`config.mk`:
```
export PLATFORM = sky130hd
export DESIGN_NAME = wpls_queue
export DESIGN_NICKNAME = d
export VERILOG_FILES = /design/src/hdl/wpls_queue.sv
export SDC_FILE = /design/constraint.sdc
export NUM_CORES = 1
export LEC_CHECK = 0
export BUFFER_PORTS_ARGS = -buffer_cell sky130_fd_sc_hd__buf_4
export CAP_MARGIN = 10
export CORE_MARGIN = 1.5
export CORE_UTILIZATION = 38
export DETAILED_ROUTE_END_ITERATION = 7
export PLACE_DENSITY = 0.67
export SETUP_SLACK_MARGIN = 0.3
export SLEW_MARGIN = 15
export SYNTH_ARGS = -nofsm -noshare
export SYNTH_HDL_FRONTEND = slang
export SYNTH_SLANG_ARGS = --single-unit
```
`constraint.sdc`:
```
create_clock -name clk -period 3.1 [get_ports clk]
set_input_delay 0.465 -clock clk [delete_from_list [all_inputs] [get_ports clk]]
set_output_delay 0.465 -clock clk [all_outputs]
set_load 0.01 [all_outputs]
```
`src/hdl/wpls_queue.sv`:
```
`timescale 1ns / 1ps
module wpls_queue #(
  parameter int W     = 8,
  parameter int DEPTH = 2
) (
  input  logic         clk,
  input  logic         rst_n,
  input  logic         push,
  input  logic [W-1:0] wdata,
  input  logic         pop,
  output logic [W-1:0] rdata,
  output logic         empty,
  output logic         full
);

  localparam int AW = (DEPTH > 1) ? $clog2(DEPTH) : 1;

  logic [W-1:0]  mem_r [DEPTH];
  logic [AW-1:0] wp_r, rp_r;
  logic [AW:0]   cnt_r;
  logic          do_push, do_pop;

  assign empty   = cnt_r == '0;
  assign full    = cnt_r == (AW+1)'(DEPTH);
  assign do_push = push && !full;
  assign do_pop  = pop && !empty;
  assign rdata   = mem_r[rp_r];

  always_ff @(posedge clk) begin
    if (!rst_n) begin
      wp_r  <= '0;
      rp_r  <= '0;
      cnt_r <= '0;
    end else begin
      if (do_push) begin
        wp_r <= (wp_r == AW'(DEPTH - 1)) ? '0 : wp_r + 1'b1;
      end
      if (do_pop) begin
        rp_r <= (rp_r == AW'(DEPTH - 1)) ? '0 : rp_r + 1'b1;
      end
      cnt_r <= cnt_r + (AW+1)'(do_push) - (AW+1)'(do_pop);
    end
  end

  always_ff @(posedge clk) begin
    if (do_push) begin
      mem_r[wp_r] <= wdata;
    end
  end

endmodule

```
=== After elaboration in Yosys (flattened, before gate mapping) ===
Memories as Yosys holds them, arrays and structs flattened. A register that Yosys moved wholly into a read port is not among the register bits.
Cells that the tools add are included.

* Add/sub/neg operators: 4
* Eq/ne operators: 1
* Mux-type cells: 6
* Reduce and logical (&&, ||, !) cells: 5

{| class="wikitable"
|+ Operator list
! kind !! count
|-
| 2-to-1 mux 1 bit || 6
|-
| adder 1 bit, second input constant || 2
|-
| adder 2 x 1 -> 2 bit || 1
|-
| equality test 2 bit, second input constant || 1
|-
| logical AND 1 bit || 2
|-
| zero test 1 bit || 2
|-
| zero test 2 bit || 1
|-
| subtractor 2 x 1 -> 2 bit || 1
|}

* Flip-flop bits (word level): 4
* Memory bits (writable): 16
* Input port bits: 12
* Output and inout bits: 10
* Memories kept: 1

{| class="wikitable"
|+ Memory list
! memory !! depth !! width !! read ports !! clocked after memory_dff !! wr ports !! RTL line !! source
|-
| mem_r || 2 || 8 || 1 || 1 || 1 || 18 || <nowiki>logic [W-1:0] mem_r [DEPTH];</nowiki>
|}

=== Depth between registers and ports, before layout ===
* Depth after elaboration: 5
* Mapped depth: 8
* Depth with buffers taken out: 8

=== Worst setup path after synthesis ===
Ideal clock, no wire load.

* Path type: register to register
* Start: register cnt_r[0]
* End: register cnt_r[1]
* Arrival time: 1.462 ns
* Required time: 3.022 ns
* Path slack: 1.560 ns
* Stages on the path, launching flop included: 9
* Cells stage by stage: dfxtp_1 > nand2b_1 > nand2_1 > ha_1 > inv_1 > ha_1 > xor2_1 > and2_2 > nor3_1

* Cells in the longest elaborated chain, start to end: 5

{| class="wikitable"
|+ RTL lines
! element !! RTL line !! source
|-
| from (decl) || 20 || <nowiki>logic [AW:0] cnt_r;</nowiki>
|-
| from (signal assigned) || 41 || <nowiki>cnt_r <= cnt_r + (AW+1)'(do_push) - (AW+1)'(do_pop);</nowiki>
|-
| equality test 2 bit || 24 || <nowiki>assign full = cnt_r == (AW+1)'(DEPTH);</nowiki>
|-
| zero test 1 bit || 25 || <nowiki>assign do_push = push && !full;</nowiki>
|-
| logical AND 1 bit || 25 ||
|-
| adder 2 x 1 -> 2 bit || 41 ||
|-
| subtractor 2 x 1 -> 2 bit (*) || 41 ||
|}

Every way passes the cells marked *; elsewhere a longest branch is shown, timed or not.
A chain may end at the register's enable or synchronous reset.

==> metrics.md <==
| Metric | Value |
|---|---|
| RePlAce Congestion | `0.604` |
| Hold path depth | `1` |
| Final wirelength | `about 1200 µm` |
| CTS tree | `yes` |
| Crit path DAT | `1370 ps` |
| Hold Fails Final Rpt | `0` |
| Clock Tree Root | `clkbuf_4` |
| CP required | `2630 ps` |
| Pin count of the biggest net entering global routing | `12` |
| Synth Cell Area | `a little over 800 µm²` |
| Core Region | `1980 µm²` |
| Antenna fix cells | `0` |
| Largest area contributor in the netlist | `edfxtp_1` |
| CTS sink cnt | `21` |
| RSZ-0062 raised after global routing | `no` |
| H-Tree Level Count | `1` |
| # Post-CTS Setup Buffers | `0` |
| Die extent in y | `49.2 µm` |
| Status | `finished clean` |
| Post-CTS Hold Buffers | `0` |
| DRC Markers | `0` |
| Crit path capture type | `primary output` |
| Clock skew | `roughly 2.3 ps` |
| Place WS | `between 1000 and 1500 ps` |
| Commonest non-fill, non-tap cells in the layout | `buf_4 (21), edfxtp_1 (16), mux2_2 (8), nor2_1 (5), dfxtp_1 (5)` |
| Critical Path Fanout Max | `8` |
| GRT Resource Usage Total | `0.110` |
| Chip width | `49.2 µm` |
| Post-route setup slack | `around 1300 ps` |
| Post-synthesis cell count | `52` |
| Fill count | `176` |
| Critical path class | `reg2out` |
| Synthesized net count | `66` |
| Initial drt markers | `4` |
| Seq cells post-synth | `21` |
| Ys Warns | `0` |
| Yosys cell types | `17` |
| Final nets | `a little over 90` |
| Vias | `459` |
| Drt first pass iters | `4` |
| Num CTS Buffers | `3` |
| Worst-margin pin slew | `694 ps` |
| Endpoints failing setup | `0` |
| Worst setup SP type | `flip-flop` |
| Fmax achieved | `roughly 550 MHz` |
| Cell Rows | `16` |
| Antenna Nets Post-Route | `0` |
| Die area | `2420 µm²` |
| Worst VDD drop | `0.506 mV` |
| Skew-Pair Late Insertion Delay | `a little under 300 ps` |
| Area growth syn-to-layout | `26.2%` |
| Top post-synthesis cells by area | `edfxtp_1 (59%), dfxtp_1 (12%), mux2_2 (11%)` |
| Hold WC Path Type | `in2reg` |
| Port buffer count | `21` |
| DP HPWL | `between 900 and 1000 µm` |
| Slew margin rel. | `0.536` |
| Initial Utilization | `0.410` |
| First-pass GRT wire length | `2010 µm` |
| Wire per inst | `11.6 µm` |
| R2R cell count | `8` |
| Most common cell after layout, fill and taps aside | `buf_4` |
| MaxCap Viol Count | `0` |
| Min Tclk post-route | `1830 ps` |
| Pwr Density | `775 nW/µm²` |
| Post-CTS resize count | `0` |
| Fin crit share | `0.591` |
| Leak | `0.000424 µW` |
| Vias in the first global route | `493` |
| Io pins | `22` |
| Syn_area_per_cell | `15.6 µm²` |
| Clock transition at path regs | `110 ps` |
| Antenna violations before repair | `0` |
| Fraction of final layout cells with drive strength greater than 1 | `0.447` |
| Sequential-to-total area share from yosys stat | `0.715` |
| Maximum root-to-sink buffer count | `2` |
| Vias per inst | `4.46` |
| Share of the synthesized area in the top cell type | `0.592` |
| Total gr overflow | `0` |
| Slew Limit Fails | `0` |
| Setup TNS | `0 ps` |
==> registers in the layout, indices dropped and copies added (netlist names), named ones only <==
| name | flops |
|---|---|
| wp_r | 1 |
| rp_r | 1 |
| cnt_r | 2 |
| mem_r | 16 |
==> critical path, stage by stage, from the launching register on <==
cell and delay [ps]:
dfxtp_1 540, mux2_2 390, buf_4 150
==> final timing paths <==
kind                                start     endpoint  slack (ps)
worst min register to register       wp_r         wp_r         500
worst max-delay path            flip-flop     rdata[3]        1270
worst min-delay path             wdata[2]  mem_r[1][2]         360
worst max register to register   cnt_r[0]     cnt_r[1]        1430
==> kinds of logic after synthesis <==
logic type | Yosys count | share of synthesized area
adder cells (fa/ha/maj) | 2 | 0.0308
AND/OR/NAND/NOR | 13 | 0.0786
flip-flops | 21 | 0.715
buffers and inverters | 4 | 0.0200
AO/OA/AOI/OAI | 1 | 0.0108
multiplexers | 9 | 0.123
XOR/XNOR | 2 | 0.0216
==> power by group <==
part / leakage [µW] / internal [µW] / switching, µW
clock: 0.0000150 / 49.9 / 73.2
combinational: 0.000218 / 149 / 116
sequential: 0.000191 / 368 / 37.6
total: 0.000424 / 567 / 227
==> area by class of cell <==
class | instances | area (µm²) | share of cell area
Tap cell | 27 | 33.8 | 0.0330
Clock buffer | 4 | 26.3 | 0.0256
Multi-Input combinational cell | 27 | 215 | 0.210
Inverter | 3 | 11.3 | 0.0110
Sequential cell | 21 | 581 | 0.567
Timing Repair Buffer | 21 | 158 | 0.154
==> synth_stat cells (all sizes together) <==
cell and number:
nor3 1, xor2 1, o21a 1, edfxtp 16
nand2b 2, and3 1, mux2 8, and2 2
dfxtp 5, buf 1, mux2i 1, ha 2
nor2 5, nand2 2, inv 3, xnor2 1
==> metal layers <==
layer	GRT usage	share of wire	vias to the layer above
li1	-	-	231
met1	0.117	0.39	213
met2	0.198	0.54	15
met3	0.0368	0.073	0
met4	0.0429	0	0
met5	0	0	-
==> through the flow <==
stage	util	hold WS [ps]	power, µW	std cells	instance area, µm²
after floorplan	-	455	568	52	812
after global placement	0.504	468	677	99	998
after detailed placement	0.504	486	683	99	998
after CTS	0.517	347	807	103	1020
after global routing	0.517	336	848	103	1020
final	0.517	355	794	103	1020
(Power assumes the default switching activity.)
