[config.mk]
export PLATFORM = sky130hd
export DESIGN_NAME = wpls_front
export DESIGN_NICKNAME = d
export VERILOG_FILES = /design/src/hdl/wpls_pkg.sv /design/src/hdl/wpls_front.sv
export SDC_FILE = /design/constraint.sdc
export NUM_CORES = 1
export LEC_CHECK = 0
export BUFFER_PORTS_ARGS = -buffer_cell sky130_fd_sc_hd__buf_2
export CAP_MARGIN = 20
export CORE_MARGIN = 3
export CORE_UTILIZATION = 50
export CTS_CLUSTER_SIZE = 10
export DETAILED_ROUTE_END_ITERATION = 10
export GPL_TIMING_DRIVEN = 0
export PLACE_DENSITY = 0.75
export SETUP_SLACK_MARGIN = 0.15
export SLEW_MARGIN = 10
export SYNTH_ARGS = -nofsm -noshare
export SYNTH_HDL_FRONTEND = slang
export SYNTH_SLANG_ARGS = --single-unit
[constraint.sdc]
create_clock -name clk -period 6.3 [get_ports clk]
set_input_delay 0.945 -clock clk [delete_from_list [all_inputs] [get_ports clk]]
set_output_delay 0.945 -clock clk [all_outputs]
set_load 0.02 [all_outputs]
[src/hdl/wpls_pkg.sv]
`timescale 1ns / 1ps
package wpls_pkg;

  localparam int WHEELS = 4;
  localparam int LIM_W  = 12;  // adjusted limit, signed watts
  localparam int PWR_W  = 32;  // per wheel power, q16.16 magnitude
  localparam int EST_W  = 34;  // sum over the wheels

  // power model coefficients, scaled by 2^40
  localparam logic signed [40:0] K_CONST  = 41'sd537355092940;
  localparam logic signed [29:0] K_SPEED  = -30'sd322804581;
  localparam logic signed [26:0] K_CURR   = 27'sd58539471;
  localparam logic signed [18:0] K_SPEED2 = 19'sd219902;
  localparam logic signed [22:0] K_CROSS  = 23'sd2242849;
  localparam logic signed [18:0] K_CURR2  = 19'sd137439;

  // classified item handed from the front to the back
  typedef struct packed {
    logic [WHEELS-1:0][15:0] curr;
    logic [WHEELS-1:0][15:0] speed;
    logic [LIM_W-1:0]        lim_adj;
    logic                    lim_zero;
  } cls_t;

endpackage

[src/hdl/wpls_front.sv]
`timescale 1ns / 1ps
module wpls_front #(
  parameter int FRAC = 15
) (
  input  logic                                      clk,
  input  logic                                      rst_n,
  input  logic                                      acc,
  input  logic [wpls_pkg::WHEELS-1:0][15:0]         curr,
  input  logic [wpls_pkg::WHEELS-1:0][15:0]         speed,
  input  logic [9:0]                                lim,
  input  logic [8:0]                                volt,
  input  logic                                      cap_nf,
  input  logic [15:0]                               meas,
  output logic                                      out_v,
  output wpls_pkg::cls_t                            out_cls,
  output logic signed [FRAC:0]                      out_corr
);

  localparam int CM = ((1 << FRAC) + 5) / 10;
  localparam int XW = FRAC + 18;
  localparam int YW = FRAC + 2;
  localparam int SH = YW + 5;
  localparam int MW = SH - 4;
  localparam int CW = FRAC + 1;
  localparam logic [63:0] RECIP64 = ((64'd1 << SH) + 64'd24) / 64'd25;
  localparam logic [MW-1:0] RECIP = RECIP64[MW-1:0];
  localparam logic [63:0] SAT64 = 64'(CM) * 64'd1600;
  localparam logic [XW-1:0] SAT_X = SAT64[XW-1:0];
  localparam logic [CW-1:0] CM_V = CW'(CM);

  // stage 1: captured item
  logic                            v1_r;
  logic [wpls_pkg::WHEELS-1:0][15:0] curr1_r, speed1_r;
  logic [9:0]                      lim1_r;
  logic [8:0]                      volt1_r;
  logic                            nf1_r;
  logic [15:0]                     meas1_r;

  always_ff @(posedge clk) begin
    if (!rst_n) begin
      v1_r <= 1'b0;
    end else begin
      v1_r <= acc;
    end
  end

  always_ff @(posedge clk) begin
    if (acc) begin
      curr1_r  <= curr;
      speed1_r <= speed;
      lim1_r   <= lim;
      volt1_r  <= volt;
      nf1_r    <= cap_nf;
      meas1_r  <= meas;
    end
  end

  // limit adjustment and correction prep
  logic signed [wpls_pkg::LIM_W-1:0] ladj;
  logic signed [17:0]                err;
  logic [17:0]                       m3;
  logic                              cond_nxt;
  logic [16:0]                       ea;
  logic [XW-1:0]                     x;
  logic                              sat_nxt;
  logic [YW-1:0]                     y_nxt;

  always_comb begin
    if ((volt1_r <= 9'd120) || nf1_r) begin
      ladj = $signed({2'b00, lim1_r}) - 12'sd2
           - ((volt1_r <= 9'd100) ? 12'sd2 : 12'sd0)
           - ((volt1_r <= 9'd80) ? 12'sd4 : 12'sd0);
    end else begin
      ladj = $signed({2'b00, lim1_r}) + $signed({3'b000, volt1_r});
    end
    err = $signed({{2{ladj[11]}}, ladj, 4'b0000}) - $signed({2'b00, meas1_r});
    m3 = 18'({2'b00, meas1_r}) * 18'd3;
    cond_nxt = $signed({1'b0, m3}) >= $signed({{3{ladj[11]}}, ladj, 4'b0000});
    ea = err[17] ? 17'(-err) : err[16:0];
    x = XW'({ea, {FRAC{1'b0}}}) + XW'(800);
    sat_nxt = x >= SAT_X;
    y_nxt = x[YW+5:6];
  end

  // stage 2
  logic                  v2_r, cond2_r, neg2_r, sat2_r;
  logic [YW-1:0]         y2_r;
  wpls_pkg::cls_t        cls2_r;

  always_ff @(posedge clk) begin
    if (!rst_n) begin
      v2_r <= 1'b0;
    end else begin
      v2_r <= v1_r;
    end
  end

  always_ff @(posedge clk) begin
    cls2_r.curr     <= curr1_r;
    cls2_r.speed    <= speed1_r;
    cls2_r.lim_adj  <= ladj;
    cls2_r.lim_zero <= lim1_r == 10'd0;
    cond2_r         <= cond_nxt;
    neg2_r          <= err[17];
    sat2_r          <= sat_nxt;
    y2_r            <= y_nxt;
  end

  // division by 1600 through a reciprocal, clamped to the correction bound
  logic [YW+MW-1:0]      prod;
  logic [CW-1:0]         cmag;
  logic signed [CW-1:0]  corr_nxt;

  always_comb begin
    prod = (YW+MW)'(y2_r) * (YW+MW)'(RECIP);
    cmag = sat2_r ? CM_V : CW'(prod[YW+MW-1:SH]);
    if (!cond2_r) begin
      corr_nxt = '0;
    end else if (neg2_r) begin
      corr_nxt = -$signed(cmag);
    end else begin
      corr_nxt = $signed(cmag);
    end
  end

  // stage 3
  logic                  v3_r;
  wpls_pkg::cls_t        cls3_r;
  logic signed [CW-1:0]  corr3_r;

  always_ff @(posedge clk) begin
    if (!rst_n) begin
      v3_r <= 1'b0;
    end else begin
      v3_r <= v2_r;
    end
  end

  always_ff @(posedge clk) begin
    cls3_r  <= cls2_r;
    corr3_r <= corr_nxt;
  end

  assign out_v    = v3_r;
  assign out_cls  = cls3_r;
  assign out_corr = corr3_r;

endmodule

**Word-level counts from Yosys, hierarchy flattened**

Cells that the tools add are included.

- $add $sub $neg: 8
- Multiply operators: 2
- Div/mod/pow operators: 0
- Magnitude comparators: 5
- Eq/ne operators: 0
- Shift operators: 0
- Multiplexer cells: 6
- Bitwise logic cells: 0
- Reduce and logical (&&, ||, !) cells: 2

Operator list:

| operator | count |
|---|---|
| multiplier 17 x 18 -> 35 bit (second input constant) | 1 |
| adder 32 x 10 -> 33 bit (second input constant) | 1 |
| greater-or-equal comparator 33 x 23 -> 1 bit (second input constant) | 1 |
| <= comparator 9 x 7 -> 1 bit (second input constant) | 3 |
| greater-or-equal comparator 19 x 16 -> 1 bit | 1 |
| multiplier 16 x 2 -> 18 bit (second input constant) | 1 |
| subtractor 16 x 17 -> 18 bit | 1 |
| two-way mux 17 bit | 1 |
| negation 17 bit | 1 |
| two-way mux 16 bit | 1 |
| negation 13 -> 16 bit | 1 |
| two-way mux 13 bit | 1 |
| two-way mux 12 bit | 1 |
| subtractor 11 x 3 -> 12 bit | 1 |
| subtractor 12 x 4 -> 12 bit | 1 |
| adder 10 x 9 -> 11 bit | 1 |
| subtractor 10 x 2 -> 11 bit (second input constant) | 1 |
| zero test 10 bit | 1 |
| two-way mux 3 bit | 1 |
| two-way mux 2 bit | 1 |
| logical OR 1 bit | 1 |

- Register bits after elaboration: 485
- Latch bits: 0
- RAM bits: 0
- ROM bits: 0
- Output and inout bits: 158
- Logic and storage cells: 63
- Memories kept: 0

**Logic depth before layout (Yosys ltp)**

Gate-level depths: netlist of the first run.

- Word-level depth: 10
- Gate-level depth with buffers: 23
- Mapped depth without buffers: 23

**Worst setup path after synthesis of the first run**

No wires, ideal clock.

- Kind: reg2reg
- Start: register y2_r[10]
- End: register corr3_r[11], in the netlist out_corr[11]
- Setup time: 0.116 ns
- Arrival: 5.809 ns
- Data required time: 6.184 ns
- Setup slack: 0.375 ns
- Cell stages (with the launch flop): 21
- Period minus slack after synthesis: 5.925 ns
- Path through: dfxtp_1 > inv_1 > ha_1 > fa_1 > inv_1 > fa_1 > fa_1 > inv_1 > fa_1 > ha_1 > ha_1 > o21ai_0 > o21bai_1 > o22ai_1 > o31a_1 > o21ai_1 > o31ai_1 > mux2i_1 > o41ai_1 > xnor2_1 > nor2b_1

- Cells in the longest elaborated chain, start to end: 4

Ends and longest elaborated chain:

| element | line | RTL |
|---|---|---|
| start: declaration | wpls_front.sv:87 | `logic [YW-1:0] y2_r;` |
| start signal: assignment | wpls_front.sv:106 | `y2_r <= y_nxt;` |
| multiplier 17 x 18 -> 35 bit * | wpls_front.sv:115 | `prod = (YW+MW)'(y2_r) * (YW+MW)'(RECIP);` |
| two-way mux 13 bit * | wpls_front.sv:116 | `cmag = sat2_r ? CM_V : CW'(prod[YW+MW-1:SH]);` |
| negation 13 -> 16 bit | wpls_front.sv:120 | `corr_nxt = -$signed(cmag);` |
| two-way mux 16 bit * | wpls_front.sv:119 | `end else if (neg2_r) begin` |
| end signal: assignment | wpls_front.sv:141 | `corr3_r <= corr_nxt;` |
| end: declaration | wpls_front.sv:129 | `logic signed [CW-1:0] corr3_r;` |

Mark *: on every way between the ends. The rest lies on a longest branch, timed or not.
A chain may end at the register's enable or synchronous reset.

**Worst setup path in the final report of the first run**

- Start: register y2_r[14]
- End: register corr3_r[11], in the netlist out_corr[11]

The elaborated chain is that of the path after synthesis.

==> results of run 1 <==
-- worst max-delay path, stage by stage, from the launching register on --
cell,delay (ns)
dfxtp_4,0.37
fa_2,0.63
fa_1,0.43
inv_1,0.08
fa_1,0.44
fa_1,0.51
inv_1,0.06
fa_1,0.47
ha_1,0.31
ha_1,0.32
and4_1,0.23
nor3b_1,0.16
a221o_1,0.35
a21oi_2,0.20
xor2_2,0.21
nand3_2,0.11
or3_4,0.38
o41ai_2,0.35
xnor2_1,0.18
nor2b_1,0.07
-- stage by stage --
| stage | hold WS (ns) | TNS, ns |
|---|---|---|
| 2_1_floorplan | 0.3096 | 0 |
| 3_3_place_gp | 0.3099 | -2.847 |
| 3_5_place_dp | 0.3121 | -3.352 |
| 4_1_cts | 0.3043 | 0 |
| 5_1_grt | 0.3083 | 0 |
| 6_report | 0.3044 | 0 |
-- worst paths after layout --
path / from / to / slack, ns / cells after the start
min: cls2_r[41] / out_cls[41] / 0.30 / 0
min reg2reg: cls2_r[41] / out_cls[41] / 0.30 / 0
max: y2_r[14] / out_corr[11] / 0.33 / 19
max reg2reg: y2_r[14] / out_corr[11] / 0.33 / 19
-- flip-flops by register name, indices dropped and copies added, names as in the netlist, 8 cells and up --
name and count:
cls2_r 141, out_cls 141, curr1_r 64, speed1_r 64, meas1_r 16, out_corr 16
lim1_r 10, volt1_r 9, y2_r 8
-- layer usage --
layer | vias to the layer above | wire, um
li1 | 5608 | -
met1 | 5370 | 15170
met2 | 298 | 19770
met3 | 86 | 3002
met4 | 20 | 1028
met5 | - | 104
-- timing repair --
action / CTS / global route
setup endpoints to repair: 13 / 12
pin swaps: 0 / 11
setup buffers: 0 / 8
gates resized for setup: 16 / 42
-- logic make-up after synthesis --
| family | share of synthesized area [%] |
|---|---|
| AOI/OAI and AO/OA | 7.163 |
| xor gates and xnor gates | 3.368 |
| adders and majority gates | 16.32 |
| buffers and inverters | 2.791 |
| DFF | 61.37 |
| muxes | 0.7424 |
| and+or+nand+nor | 8.249 |
-- final cells by class --
type | count | area share [%]
Sequential cell | 476 | 49.93
Inverter | 117 | 1.976
Clock buffer | 93 | 6.916
Multi-Input combinational cell | 760 | 30.18
Clock inverter | 6 | 0.3405
Antenna cell | 10 | 0.1116
Timing Repair Buffer | 333 | 7.670
Buffer | 15 | 0.3070
Tap cell | 461 | 2.573
-- cell usage in the layout (no fill, tap or decap), drive strengths merged, types with 5 or more instances in the layout --
cell	synthesis	routed
a2111oi	5	5
a211oi	9	9
a21boi	5	5
a21o	13	13
a21oi	46	46
a31oi	6	6
and2	16	16
and3	7	7
buf	4	337
clkbuf	11	104
dfxtp	312	312
diode	0	10
edfxtp	164	164
fa	44	44
ha	167	167
inv	117	117
mux2i	9	9
nand2	45	45
nand2b	12	12
nand3	17	17
nand4	12	12
nor2	51	51
nor2b	19	19
nor3	26	26
nor3b	9	9
nor4b	5	5
o211ai	6	6
o21a	17	17
o21ai	47	47
o21bai	8	8
o31ai	5	5
o41ai	5	5
or2	10	10
or3	12	12
xnor2	48	48
xor2	22	22
==> impl_metrics.json, run 1 <==
{
  "final_cell_area_sq_mm": 0.02241,
  "numCtsBuffers": 55,
  "antenna_found_initial": 19,
  "synth_nets": 1746,
  "global_route.usage.total_pct": 19.46,
  "cts-root-buf": "clkbuf_16",
  "cts_buffer_depth": 3,
  "critPathMaxFanout": 5,
  "drv_cap": 0,
  "overflow": 0,
  "ios": 325,
  "drive_gt1_share_pct": 25.94,
  "critPathCaptureType": "register",
  "cts_tree": "built",
  "avgSynthCellArea_sq_um": 13.31,
  "synth_cell_types": 79,
  "hold_viol": 0,
  "met3_usage_pct": 7.043,
  "fmax_ghz": 0.1676,
  "drt_iter0_markers": 438,
  "period_share_pct": 94.73,
  "cp_data_arrival_time_ns": 6.43,
  "cts_hold_repair.buffers": 0,
  "core_area_sq_mm": 0.03574,
  "async_flop_share_pct": 0,
  "synth_common_cells": "dfxtp_1, ha_1, edfxtp_1",
  "fin_cells": 2271,
  "layout_min_cycle_time_ns": 5.968,
  "dpl_worst_slack_ns": -0.4691,
  "use_met2_pct": 34.81,
  "vias_per_cell": 5.012,
  "synth.top_cell.area_share_pct": 34.31,
  "yosys_warnings": 0,
  "critPathLaunchType": "register",
  "clock_sink_count": 476,
  "dp_cells": 2154,
  "htreeDepth": 2,
  "start_util_pct": 50.93,
  "grt_pass1_vias": 11740,
  "wl_per_cell_um": 17.20,
  "placed_area_sq_mm": 0.02044,
  "synth_seq_cells": 476,
  "busiest_layer": "met2",
  "status": "finished, final reports clean",
  "netlist_area_sq_mm": 0.01820,
  "nFillCells": 2681,
  "routed_wirelength_um": 39070,
  "multi_input_area_sq_mm": 0.006764,
  "slew_viol_final": 0,
  "clock_latency_ns": 0.59,
  "placementRows": 69,
  "dpl.hpwl_um": 28480,
  "grt_max_degree": 100,
  "grt_setup_unrepaired": "no",
  "path_class": "register to register",
  "ys_seq_area_share_pct": 61.37,
  "nets": 2136,
  "finClkSkew_ns": 0.03565,
  "ys.flop_type": "dfxtp_1",
  "dr.pass1.iters": 5,
  "yosysTopAreaCell": "dfxtp_1",
  "area_delta_synth_final_pct": 23.14,
  "route.detailed.drc": 0,
  "synth_edf_count": 164,
  "syn_inst": 1368,
  "ant_nets": 0,
  "fp.dieArea_sq_mm": 0.03873,
  "maxSlewHeadroom_pct": 53.61,
  "finalWorstSetupSlack_ns": 0.3323,
  "portBuffers": 324,
  "synth_most_common_cell": "dfxtp_1",
  "die_h_um": 196.8,
  "worstPathRequired_ns": 6.76,
  "worst_slew_pin_slew_ns": 0.6886,
  "synth.area.top_cells": "dfxtp_1, edfxtp_1, ha_1",
  "clk_pin_slew_ns": 0.05,
  "seq_area_sq_mm": 0.01119,
  "grt_first_pass_wirelength_um": 59180,
  "grtUsageMet1_pct": 21.48,
  "die_w_um": 196.8,
  "via_count": 11380,
  "holdCritPathClass": "register to register",
  "final_util_pct": 62.71,
  "setup_viol": 0,
  "gp_congestion": 0.8981
}
Power of run 1 is not shown: default switching activity piles up to over one toggle a cycle in this logic, so the estimate is an artifact.
==> run 2, diff against run 1 <==
Settings changed: ABC_AREA from default to 1, CORE_UTILIZATION 50 to 51, CTS_CLUSTER_SIZE 10 to default, PLACE_DENSITY 0.75 to 0.76.
==> run 2 against run 1 <==
Wire length up 13%; critical path depth increased by 5; worst hold slack better by 0.017 ns; core utilization up 0.26 points; worst setup slack better by 0.19 ns; sequential share of layout area is 0.61 points lower; fmax up 3.3%; die area is 1.6% higher; global-route usage rose by 2.8 points; synthesized cell count up 25%; sequential cell count is the same; via count up 13%; critical path type unchanged; highest routed layer unchanged.
==> impl_metrics.json, run 2 <==
{
  "path_class": "register to register",
  "critPathCaptureType": "register",
  "hold_viol": 0,
  "avgSynthCellArea_sq_um": 11.08,
  "worst_slew_pin_slew_ns": 0.7033,
  "wl_per_cell_um": 17.07,
  "grt_pass1_vias": 13390,
  "portBuffers": 324,
  "period_share_pct": 91.66,
  "route.detailed.drc": 0,
  "cts_tree": "built",
  "worstPathRequired_ns": 6.73,
  "dp_cells": 2490,
  "fmax_ghz": 0.1732,
  "cp_data_arrival_time_ns": 6.21,
  "syn_inst": 1704,
  "cts_buffer_depth": 3,
  "antenna_found_initial": 19,
  "synth.area.top_cells": "dfxtp_1, edfxtp_1, ha_1",
  "core_area_sq_mm": 0.03600,
  "cts_hold_repair.buffers": 0,
  "vias_per_cell": 4.981,
  "numCtsBuffers": 44,
  "fin_cells": 2580,
  "dpl.hpwl_um": 34400,
  "synth_nets": 2082,
  "grt_max_degree": 112,
  "ios": 325,
  "ys_seq_area_share_pct": 59.18,
  "setup_viol": 0,
  "final_cell_mix": "buf_2, dfxtp_1, nand2_1",
  "placed_area_sq_mm": 0.02111,
  "fp.dieArea_sq_mm": 0.03935,
  "start_util_pct": 52.43,
  "htreeDepth": 2,
  "reg2reg_setup_slack_ns": 0.53,
  "die_h_um": 198.4,
  "drive_gt1_share_pct": 21.27,
  "cts-root-buf": "clkbuf_16",
  "ant_nets": 0,
  "yosysTopAreaCell": "dfxtp_1",
  "status": "finished, final reports clean",
  "synth_common_cells": "dfxtp_1, nand2_1, inv_1",
  "drv_cap": 0,
  "synth_cell_types": 52,
  "crit_buf_inv": 4,
  "final_cell_area_sq_mm": 0.02267,
  "synth.top_cell.area_share_pct": 33.09,
  "critPathLaunchType": "register",
  "maxSlewHeadroom_pct": 52.62,
  "layout_commonest_cell": "buf_2",
  "netlist_area_sq_mm": 0.01888,
  "dr.pass1.iters": 5,
  "cp_top_family": "adder cells",
  "overflow": 0,
  "final_util_pct": 62.97,
  "die_w_um": 198.4,
  "via_count": 12850,
  "clock_latency_ns": 0.55,
  "nets": 2453,
  "synth_most_common_cell": "dfxtp_1",
  "critPathSlowestCell": "fa_1",
  "grt_first_pass_wirelength_um": 68760,
  "critPathMaxFanout": 5,
  "cp_cell_sequence": "fa_1 > ha_1 > inv_1 > fa_1 > inv_1 > fa_1 > inv_1 > fa_1 > inv_1 > ha_1 > ha_1 > a21oi_1 > nor2_1 > o21bai_1 > nand2_1 > a21oi_1 > nor2_1 > nor2_1 > ha_2 > nand3_1 > nor2_4 > nand4_1 > a21oi_1 > nor2_1",
  "finClkSkew_ns": 0.01373,
  "drt_iter0_markers": 709,
  "synth_seq_cells": 476,
  "gp_congestion": 0.9392,
  "grt_setup_unrepaired": "no",
  "fin_setup_tns_ns": 0,
  "yosys_warnings": 0,
  "global_route.usage.total_pct": 22.28,
  "clk_pin_slew_ns": 0.06,
  "routed_wirelength_um": 44030,
  "synth_edf_count": 164,
  "area_delta_synth_final_pct": 20.10,
  "max_stage_delay_ns": 0.54,
  "placementRows": 69,
  "clock_sink_count": 476,
  "ys.flop_type": "dfxtp_1",
  "layout_min_cycle_time_ns": 5.774,
  "async_flop_share_pct": 0,
  "slew_viol_final": 0,
  "holdCritPathClass": "register to register"
}
==> run 2: cell types whose count changed after synthesis, moves of 20 or more <==
cell     previous run  this run
nand4_1            12        32
nor2_1             51        91
xnor2_1            48         7
inv_1             117       247
a21oi_1            46        83
nand3_1            16        77
nand2_1            45       295
==> run 2: kinds of logic after synthesis <==
family	Yosys count	synth area share [%]
simple gates	561	13.30
flops	476	59.18
buf+inv	258	5.190
fa+ha+maj	211	15.74
compound gates	157	4.607
xor+xnor	40	1.936
mux	1	0.05303
==> run 2: final cells by class <==
type,count,area (sq um)
Buffer,7,37.54
Clock inverter,15,172.7
Sequential cell,476,11180
Fill cell,2751,13330
Inverter,251,942.2
Timing Repair Buffer,325,1659
Multi-Input combinational cell,970,6739
Antenna cell,8,20.02
Clock buffer,67,1341
Tap cell,461,576.8
==> run 2: repair_timing <==
action / CTS / global route
gates resized for setup: 0 / 11
buffers inserted: 0 / 0
setup endpoints to repair: 0 / 11
==> run 2: routing by layer <==
layer  vias up  track usage [%]  routed length (um)
met5         -                0                 132
met2       409            39.15               21920
met4        20            7.628                1430
met1      5947            25.11               16730
li1       6368                -                   -
met3       108            8.147                3819
==> run 2: path summary, 6_finish.rpt <==
path	startpoint	endpoint	cells after the start
worst max-delay path	y2_r[13]	out_corr[12]	24
worst min-delay path	cls2_r[1]	out_cls[1]	0
worst max register to register	y2_r[13]	out_corr[12]	24
worst min register to register	cls2_r[1]	out_cls[1]	0
==> run 2: metrics by stage <==
stage	hold WS, ns	setup slack, ns
floorplan	0.3096	1.047
global placement	0.3099	0.4210
detailed placement	0.3121	0.3396
CTS	0.3198	0.3257
global route	0.3152	0.1649
finish	0.3216	0.5255
Power of run 2 is left out for the same reason.
